$ cat config.mk
export PLATFORM = sky130hd
export DESIGN_NAME = mcss_ctrl
export DESIGN_NICKNAME = d
export VERILOG_FILES = /design/src/hdl/mcss_pkg.sv /design/src/hdl/mcss_ctrl.sv
export SDC_FILE = /design/constraint.sdc
export NUM_CORES = 1
export LEC_CHECK = 0
export ABC_AREA = 1
export ABC_CLOCK_PERIOD_IN_PS = 1600
export BUFFER_PORTS_ARGS = -buffer_cell sky130_fd_sc_hd__buf_2
export CAP_MARGIN = 20
export CORE_AREA = 4 4 41 43
export CTS_BUF_LIST = sky130_fd_sc_hd__clkbuf_16
export DETAILED_ROUTE_END_ITERATION = 12
export DIE_AREA = 0 0 45 47
export HOLD_SLACK_MARGIN = 0.03
export PLACE_DENSITY = 0.69
export SLEW_MARGIN = 20
export SYNTH_ARGS = -nofsm -noshare
export SYNTH_HDL_FRONTEND = slang
export SYNTH_SLANG_ARGS = --single-unit
$ cat constraint.sdc
create_clock -name clk -period 1.6 [get_ports clk]
set_input_delay 0.08 -clock clk [delete_from_list [all_inputs] [get_ports clk]]
set_output_delay 0.08 -clock clk [all_outputs]
set_load 0.1 [all_outputs]
$ cat src/hdl/mcss_pkg.sv
// Shared types for the minimum covering subset search block.
// Opcodes, configuration register indexes and the controller/datapath link.
// No dependencies.
package mcss_pkg;

  typedef enum logic [1:0] {
    OP_LOAD_REQ = 2'd0,
    OP_LOAD_SUP = 2'd1,
    OP_START    = 2'd2
  } opcode_t;

  typedef enum logic [0:0] {
    REG_NUM_VITAMINS = 1'b0,
    REG_NUM_FEEDS    = 1'b1
  } reg_idx_t;

  // controller -> datapath
  typedef struct packed {
    logic load_req;   // write requirement table
    logic load_sup;   // write supply table
    logic init;       // size 1, first subset, first column
    logic rewind;     // member counter back to zero
    logic walk;       // step to next member of the subset
    logic col_next;   // next column, same subset
    logic comb_next;  // next subset of same size
    logic size_next;  // first subset of next size
    logic emit_hit;   // load one found result into the output register
    logic emit_miss;  // load the not-found result
  } cmd_t;

  // datapath -> controller
  typedef struct packed {
    logic nf_zero;
    logic nv_zero;
    logic last_member;
    logic col_ok;
    logic last_col;
    logic has_next;
    logic last_size;
    logic out_free;
  } stat_t;

endpackage

$ cat src/hdl/mcss_ctrl.sv
// Controller: input decode and search sequencing state machine.
// Drives datapath commands, reads datapath status. Depends on mcss_pkg.
module mcss_ctrl (
  input  logic             clk,
  input  logic             rst_n,
  input  logic             in_valid,
  input  logic [1:0]       in_opcode,
  output logic             in_ready,
  output mcss_pkg::cmd_t   cmd,
  input  mcss_pkg::stat_t  stat
);

  typedef enum logic [5:0] {
    S_IDLE  = 6'b000001,
    S_INIT  = 6'b000010,
    S_SUM   = 6'b000100,
    S_CHECK = 6'b001000,
    S_EMIT  = 6'b010000,
    S_MISS  = 6'b100000
  } state_t;

  state_t state_r, state_nxt;
  logic   in_fire;

  assign in_ready = (state_r == S_IDLE);
  assign in_fire  = in_valid && in_ready;

  always_comb begin
    state_nxt = state_r;
    cmd       = '0;
    unique case (state_r)
      S_IDLE: begin
        if (in_fire) begin
          unique case (in_opcode)
            mcss_pkg::OP_LOAD_REQ: cmd.load_req = 1'b1;
            mcss_pkg::OP_LOAD_SUP: cmd.load_sup = 1'b1;
            mcss_pkg::OP_START:    state_nxt = S_INIT;
            default: ;
          endcase
        end
      end
      S_INIT: begin
        cmd.init   = 1'b1;
        cmd.rewind = 1'b1;
        if (stat.nf_zero) begin
          state_nxt = S_MISS;
        end else if (stat.nv_zero) begin
          state_nxt = S_EMIT;   // no columns: first single row covers
        end else begin
          state_nxt = S_SUM;
        end
      end
      S_SUM: begin
        cmd.walk = 1'b1;
        if (stat.last_member) begin
          state_nxt = S_CHECK;
        end
      end
      S_CHECK: begin
        cmd.rewind = 1'b1;
        if (stat.col_ok && stat.last_col) begin
          state_nxt = S_EMIT;
        end else if (stat.col_ok) begin
          cmd.col_next = 1'b1;
          state_nxt    = S_SUM;
        end else if (stat.has_next) begin
          cmd.comb_next = 1'b1;
          state_nxt     = S_SUM;
        end else if (!stat.last_size) begin
          cmd.size_next = 1'b1;
          state_nxt     = S_SUM;
        end else begin
          state_nxt = S_MISS;
        end
      end
      S_EMIT: begin
        if (stat.out_free) begin
          cmd.emit_hit = 1'b1;
          cmd.walk     = 1'b1;
          if (stat.last_member) begin
            state_nxt = S_IDLE;
          end
        end
      end
      S_MISS: begin
        if (stat.out_free) begin
          cmd.emit_miss = 1'b1;
          state_nxt     = S_IDLE;
        end
      end
      default: state_nxt = S_IDLE;
    endcase
  end

  always_ff @(posedge clk) begin
    if (!rst_n) begin
      state_r <= S_IDLE;
    end else begin
      state_r <= state_nxt;
    end
  end

  a_start_init: assert property (@(posedge clk) disable iff (!rst_n)
    (in_fire && (in_opcode == mcss_pkg::OP_START)) |=> (state_r == S_INIT))
    else $error("start item did not begin a search");

  a_emit_entry: assert property (@(posedge clk) disable iff (!rst_n)
    ((state_r == S_EMIT) && ($past(state_r) != S_EMIT)) |->
      (($past(state_r) == S_CHECK) || ($past(state_r) == S_INIT)))
    else $error("result run started without a covering subset");

  a_check_after_sum: assert property (@(posedge clk) disable iff (!rst_n)
    (state_r == S_CHECK) |-> ($past(state_r) == S_SUM))
    else $error("column compare without a summed column");

endmodule

# ---- Word-level counts from Yosys, hierarchy flattened
# Index checks and enable logic that the tools add are counted.
dict set report word_totals {
  inputBits 13
  regBits 6
  wordCells 50
  output_inout_bits 11
}
dict set report op_classes {
  n_eq_ne 14
  n_mux 30
  n_reduce_logical 5
}
# cell count
set ops {}
lappend ops {{6-bit 2-to-1 mux} 11}
lappend ops {{6-bit case mux with 6 select lines} 1}
lappend ops {{1-bit 2-to-1 mux} 11}
lappend ops {{2-bit != test (second input constant)} 4}
lappend ops {{6-bit by 1-bit equality test with 1-bit output (second input constant)} 1}
lappend ops {{6-bit by 2-bit equality test with 1-bit output (second input constant)} 1}
lappend ops {{6-bit by 3-bit equality test with 1-bit output (second input constant)} 1}
lappend ops {{6-bit by 4-bit equality test with 1-bit output (second input constant)} 1}
lappend ops {{6-bit by 5-bit equality test with 1-bit output (second input constant)} 1}
lappend ops {{6-bit equality test (second input constant)} 1}
lappend ops {{2-bit 2-to-1 mux} 3}
lappend ops {{3-bit 2-to-1 mux} 2}
lappend ops {{6-bit AND reduction} 1}
lappend ops {{5-bit 2-to-1 mux} 1}
lappend ops {{2-bit by 1-bit != test with 1-bit output (second input constant)} 2}
lappend ops {{2-bit by 1-bit equality test with 1-bit output (second input constant)} 1}
lappend ops {{2-bit equality test (second input constant)} 1}
lappend ops {{1-bit logical AND} 2}
lappend ops {{2-bit logical NOT} 1}
lappend ops {{1-bit case mux with 2 select lines} 1}
lappend ops {{2-bit OR reduction} 1}

# ---- Logic depth before layout (Yosys ltp)
# Gate-level depths: netlist of run 1.
dict set report depth {
  depth_word 5
  ltp_mapped 8
}

# ---- Least setup slack after synthesis of run 1
# Ideal clock, no wire load.
dict set report synth_path {
  path_kind {register to output}
  startpoint {register state_r[0]}
  endpoint {output cmd[8] (netlist name)}
  stages_incl_launch_ff 5
  arrival_time_ps 3509
  path_buffers 0
  path_slack_ps -1989
  cell_sequence {dfxtp_1 -> inv_1 -> nor2_1 -> nand3_1 -> nor4_1}
}
# element line
set synth_lines {}
lappend synth_lines {{from (decl)} mcss_ctrl.sv:22} ;# state_t state_r, state_nxt;
lappend synth_lines {{from (signal assigned)} mcss_ctrl.sv:99} ;# state_r <= state_nxt;
lappend synth_lines {{to (decl)} mcss_ctrl.sv:9} ;# output mcss_pkg::cmd_t cmd,

==> results of run 1 <==
[per-stage QoR]
| step | total power [mW] | hold slack, ns | cells | cell area, sq um |
|---|---|---|---|---|
| 2_1_floorplan | 0.9322 | 0.1776 | 84 | 580.6 |
| 3_3_place_gp | 1.200 | 0.3279 | 122 | 864.6 |
| 3_5_place_dp | 1.218 | 0.3281 | 122 | 864.6 |
| 4_1_cts | 1.652 | 0.09417 | 125 | 952.2 |
| 5_1_grt | 1.942 | 0.1202 | 130 | 1011 |
| 6_report | 1.842 | 0.09789 | 130 | 1011 |
[cells in the mapped netlist, drive strengths merged]
| cell type | instances |
|---|---|
| nor2 | 20 |
| inv | 19 |
| nand2 | 15 |
| nand3 | 7 |
| dfxtp | 6 |
| nand4 | 4 |
| nor3 | 3 |
| nor4 | 3 |
| o21ai | 3 |
| a21oi | 1 |
| and2 | 1 |
| o211ai | 1 |
| o22ai | 1 |
[metal layers]
layer  up-vias  wire length (um)
li1        334                 -
met1       310               636
met2        19               883
met5         -                 0
met3         2               103
met4         0                10
[logic make-up after synthesis]
group,synth area share
AOI/OAI and AO/OA,0.06506
and+or+nand+nor,0.5662
DFF,0.2313
buffers and inverters,0.1373
[worst paths after layout]
| check | start | endpoint | slack (ns) | cells past startpoint |
|---|---|---|---|---|
| hold reg to reg | state_r[4] | state_r[4] | 0.58 | 2 |
| hold / removal | rst_n | state_r[2] | 0.1 | 3 |
| setup / recovery | state_r[4] | cmd[4] | 0.03 | 5 |
| setup reg to reg | state_r[3] | state_r[4] | 0.31 | 7 |
[critical path, delay by kind of cell (launching register included)]
family        cells  cell delay, ns
simple gates      3            0.53
buf+inv           2            0.37
flops             1            0.34
[power by group through the flow]
stage / sequential, mW / combinational (mW) / clock (mW)
detailed placement: 0.237 / 0.981 / 0
CTS: 0.236 / 1.00 / 0.411
finish: 0.244 / 1.19 / 0.410
global placement: 0.235 / 0.966 / 0
global route: 0.251 / 1.27 / 0.422
floorplan: 0.232 / 0.700 / 0
[layout make-up]
cell class / instances / area [sq um] / area share
multi-input combinational: 59 / 419.2 / 0.4146
timing repair buffer: 28 / 305.3 / 0.3020
sequential: 6 / 121.4 / 0.1200
clock buffer: 3 / 75.07 / 0.07426
inverter: 19 / 71.32 / 0.07054
tap: 15 / 18.77 / 0.01856
[repair_timing]
item,4_1_cts,5_1_grt
setup endpoints to repair,3,5
setup buffers,0,5
resized for setup,2,6
pin swaps,1,3
==> results.py, run 1 <==
metrics = {
    "status": {
        "status": "complete, no violations",
    },
    "sta": {
        "worst_slack_ns": 0.03450,
        "worst_clock_skew_ns": 0.001590,
        "rsz0062_at_grt": "true",
        "max_freq_mhz": 638.8,
        "final.setup.tns_ns": 0,
        "period_share": 0.9784,
        "worstMarginPinSlew_ns": 0.3010,
        "drv_slew": 0,
        "finalCriticalPeriod_ns": 1.565,
        "finalHoldViolations": 0,
        "setup_viol": 0,
        "max_slew_margin": 0.8004,
    },
    "synth": {
        "avgSynthCellArea_sq_um": 6.182,
        "synth_area_leader_cell": "dfxtp_1",
        "ys_ff_latch": 6,
        "syn_nets": 97,
        "synth_top_area_share": 0.2313,
        "synth_area_leaders": "dfxtp_1 23%, inv_1 13%, nor2_1 11%, nand2_1 7.2%, nor2_4 6.5%",
        "yosysWarnings": 0,
        "syn-cell-area_sq_um": 519.2,
        "yosysSeqAreaShare": 0.2313,
        "synth.distinct_cells": 20,
        "postSynthCellCount": 84,
    },
    "global_route": {
        "grt_max_degree": 9,
        "grt_pass1_wl_um": 2760,
        "grt.met2_usage": 0.3079,
        "antenna_found_initial": 0,
        "grt.busiest_layer": "met2",
        "grt_use_met3": 0.07280,
        "grt_pass1_vias": 650,
        "use_met1": 0.2050,
        "grt_usage": 0.1810,
        "overflow": 0,
    },
    "setup_path": {
        "path_cells": "nor2_4 > buf_4 > nand3_4 > nor3_2 > buf_12",
        "endpoint_kind": "output pin",
        "cp-start-kind": "flip-flop",
        "cp_slowest_cell": "dfxtp_1",
        "crit_fanout": 8,
        "worstSetupPathType": "flip-flop to output pin",
        "cp_data_arrival_time_ns": 1.49,
        "cp.required_ns": 1.52,
        "cpPeakStageDelay_ns": 0.34,
    },
    "clock_tree": {
        "clkLatencyLatePin_ns": 0.23,
        "clock_sinks": 6,
        "clkSlewWorstSetupHoldPaths_ns": 0.03,
        "root_buffer": "clkbuf_16",
        "cts_tree": "built",
        "cts_buffers": 3,
        "postCtsHoldBufs": 0,
        "clockBufferDepth": 2,
        "htree_levels": 1,
    },
    "place": {
        "port_buffers": 23,
        "dp_slack_ns": 0.1599,
        "hpwl_um": 1226,
        "gp_congestion": 0.8034,
    },
    "power": {
        "p_switching_mw": 0.8753,
        "internal_power_mw": 0.9663,
        "p_comb_frac": 0.645,
        "p_clk_frac": 0.222,
        "ir_worst_vdd_mv": 1.085,
        "p_leak_nw": 0.4956,
        "p_seq_frac": 0.133,
        "swShare": 0.4753,
        "power.density_mw_per_mm2": 1822,
    },
    "routing": {
        "wl_per_cell_um": 12.55,
        "postRouteWirelength_um": 1632,
        "viasPerCell": 5.115,
        "drtAntennaViolNets": 0,
        "first_iter_violations": 9,
        "dr_total_vias": 665,
        "drt_first_pass_iters": 4,
        "drc": 0,
    },
    "cells_and_area": {
        "area_growth_syn_to_layout_pct": 94.70,
        "final_common_cell": "inv_1",
        "top_regs": "state_r: 6 flops",
        "nFillCells": 97,
        "drive_above_1_share": 0.5043,
        "largest_reg_flops": 6,
        "layout.nets": 130,
        "mostFrequentLayoutCells": "18 x inv_1, 12 x buf_2, 10 x nor2_1, 10 x nand2_1, 10 x buf_12",
        "regMostFlops": "state_r",
        "final_core_utilization": 0.7769,
        "num_antenna_cells": 0,
    },
    "floorplanning": {
        "io_pins": 24,
        "die_h_um": 47,
        "core_sq_mm": 0.001301,
        "rows": 13,
        "initial_core_util": 0.3990,
        "dieArea_sq_mm": 0.002115,
        "die_w_um": 45,
    },
    "flow_run": {
        "maxCapViolCount": 0,
    },
    "worst_hold_path": {
        "hold_path_class": "primary input to flip-flop",
    },
}
No activity file was read; power rests on OpenSTA's default activity.
==> run 2: changes to the inputs <==
CAP_MARGIN = not set   (was 20)
CELL_PAD_IN_SITES_DETAIL_PLACEMENT = 1   (was not set)
CELL_PAD_IN_SITES_GLOBAL_PLACEMENT = 2   (was not set)
CORE_AREA = not set   (was 4 4 41 43)
CORE_MARGIN = 4   (was not set)
CORE_UTILIZATION = 21   (was not set)
DIE_AREA = not set   (was 0 0 45 47)
PLACE_DENSITY = not set   (was 0.69)
PLACE_DENSITY_LB_ADDON = 0.1   (was not set)
RECOVER_POWER = 25   (was not set)
==> results.py, run 2 (synthesis gave the netlist of run 1 again) <==
metrics = {
    "routing": {
        "postRouteWirelength_um": 1767,
        "drtAntennaViolNets": 0,
        "first_iter_violations": 10,
        "drc": 0,
        "wl_per_cell_um": 12.19,
        "drt_first_pass_iters": 4,
        "viasPerCell": 4.400,
        "dr_total_vias": 638,
    },
    "sta": {
        "drv_slew": 0,
        "setup_viol": 0,
        "rsz0062_at_grt": "true",
        "max_freq_mhz": 637.2,
        "period_share": 0.9808,
        "worst_clock_skew_ns": 0.003230,
        "final.setup.tns_ns": 0,
        "worst_slack_ns": 0.03073,
        "max_slew_margin": 0.8090,
        "finalHoldViolations": 0,
        "worstMarginPinSlew_ns": 0.2844,
        "finalCriticalPeriod_ns": 1.569,
    },
    "cells_and_area": {
        "top_regs": "state_r: 6 flops",
        "mostFrequentLayoutCells": "18 x inv_1, 12 x nor2_1, 12 x buf_2",
        "final_common_cell": "inv_1",
        "num_antenna_cells": 0,
        "largest_reg_flops": 6,
        "regMostFlops": "state_r",
        "layout.nets": 132,
        "nFillCells": 272,
        "drive_above_1_share": 0.5128,
        "stdcell_count": 145,
        "area_growth_syn_to_layout_pct": 101.7,
    },
    "global_route": {
        "grt_max_degree": 7,
        "grt_pass1_wl_um": 2870,
        "grt_usage": 0.1118,
        "antenna_found_initial": 0,
        "overflow": 0,
        "grt_pass1_vias": 647,
    },
    "power": {
        "power.density_mw_per_mm2": 1731,
        "swShare": 0.4788,
        "p_seq_frac": 0.138,
        "internal_power_mw": 0.9446,
        "p_clk_frac": 0.224,
        "p_leak_nw": 0.5079,
        "p_comb_frac": 0.639,
        "ir_worst_vdd_mv": 0.9327,
        "p_switching_mw": 0.8677,
    },
    "place": {
        "dp_slack_ns": 0.1552,
        "hpwl_um": 1480,
        "gp_congestion": 0.7555,
        "placed_cells_incl_taps": 135,
        "port_buffers": 23,
    },
    "setup_path": {
        "endpoint_kind": "output pin",
        "r2r_cells": 9,
        "crit_fanout": 6,
        "startpoint": "state_r[4]",
        "cp.required_ns": 1.52,
        "r2r-start": "state_r[4]",
        "worstSetupPathType": "flip-flop to output pin",
        "cp_data_arrival_time_ns": 1.49,
        "cp-start-kind": "flip-flop",
    },
    "clock_tree": {
        "clockBufferDepth": 2,
        "cts_tree": "built",
        "clkLatencyLatePin_ns": 0.23,
        "clkSlewWorstSetupHoldPaths_ns": 0.04,
        "postCtsHoldBufs": 0,
        "cts_buffers": 3,
        "root_buffer": "clkbuf_16",
        "htree_levels": 1,
        "clock_sinks": 6,
    },
    "floorplanning": {
        "dieArea_sq_mm": 0.003332,
        "die_h_um": 57.73,
        "die_w_um": 57.73,
        "io_pins": 24,
        "core_sq_mm": 0.002276,
        "rows": 17,
        "initial_core_util": 0.2281,
    },
    "worst_hold_path": {
        "holdPathStages": 3,
        "hold_path_class": "primary input to flip-flop",
        "worstHoldStart": "rst_n",
    },
    "status": {
        "status": "complete, no violations",
    },
    "flow_run": {
        "maxCapViolCount": 0,
    },
}
## run 2: critical path, stage by stage (launching register included)
cell and delay (ns):
dfxtp_4 0.35, nor2_4 0.19, nand3_2 0.21, buf_4 0.19, nor2_2 0.13, buf_12 0.19
## run 2: metal layers
metal / vias up / global-route usage / wire length [um]
met4: 0 / 0.009934 / 6
met2: 11 / 0.1903 / 939
met3: 2 / 0.04009 / 57
met5: - / 0 / 0
li1: 336 / - / -
met1: 289 / 0.1400 / 762
## run 2: power by group through the flow
| stage | logic [mW] | clock network, mW | registers [mW] |
|---|---|---|---|
| after floorplan | 0.700 | 0 | 0.232 |
| after CTS | 1.04 | 0.416 | 0.236 |
| final | 1.16 | 0.405 | 0.249 |
| after detailed placement | 1.02 | 0 | 0.237 |
| after global placement | 1.00 | 0 | 0.236 |
| after global routing | 1.22 | 0.428 | 0.258 |
## run 2: worst paths after layout
path | slack, ns | end
min reg2reg | 0.53 | state_r[4]
min | 0.12 | state_r[4]
max | 0.03 | cmd[3]
max reg2reg | 0.15 | state_r[4]
## run 2: metrics by stage
step	util	power (mW)	instance area (sq um)	hold slack, ns
finish	0.4601	1.812	1047	0.1186
global route	0.4601	1.908	1047	0.1369
CTS	0.4321	1.695	983.4	0.1238
detailed placement	0.3936	1.261	895.9	0.3568
global placement	0.3936	1.237	895.9	0.3462
floorplan	-	0.9322	580.6	0.1776
## run 2: area by class of cell
cell class              instances  area [sq um]  share of cell area
clock buffers                   3         75.07             0.07168
well taps                      28         35.03             0.03345
flip-flops and latches          6         126.4              0.1207
multi-input cells              59         406.6              0.3883
repair buffers                 30         332.8              0.3178
inverters                      19         71.32             0.06810
## run 2: what timing repair did
action                     in CTS  in global routing
buffers inserted                1                  7
gates resized for setup         1                  8
pin swaps                       1                  5
setup endpoints to repair       3                  4
hold endpoints to repair        0                  0
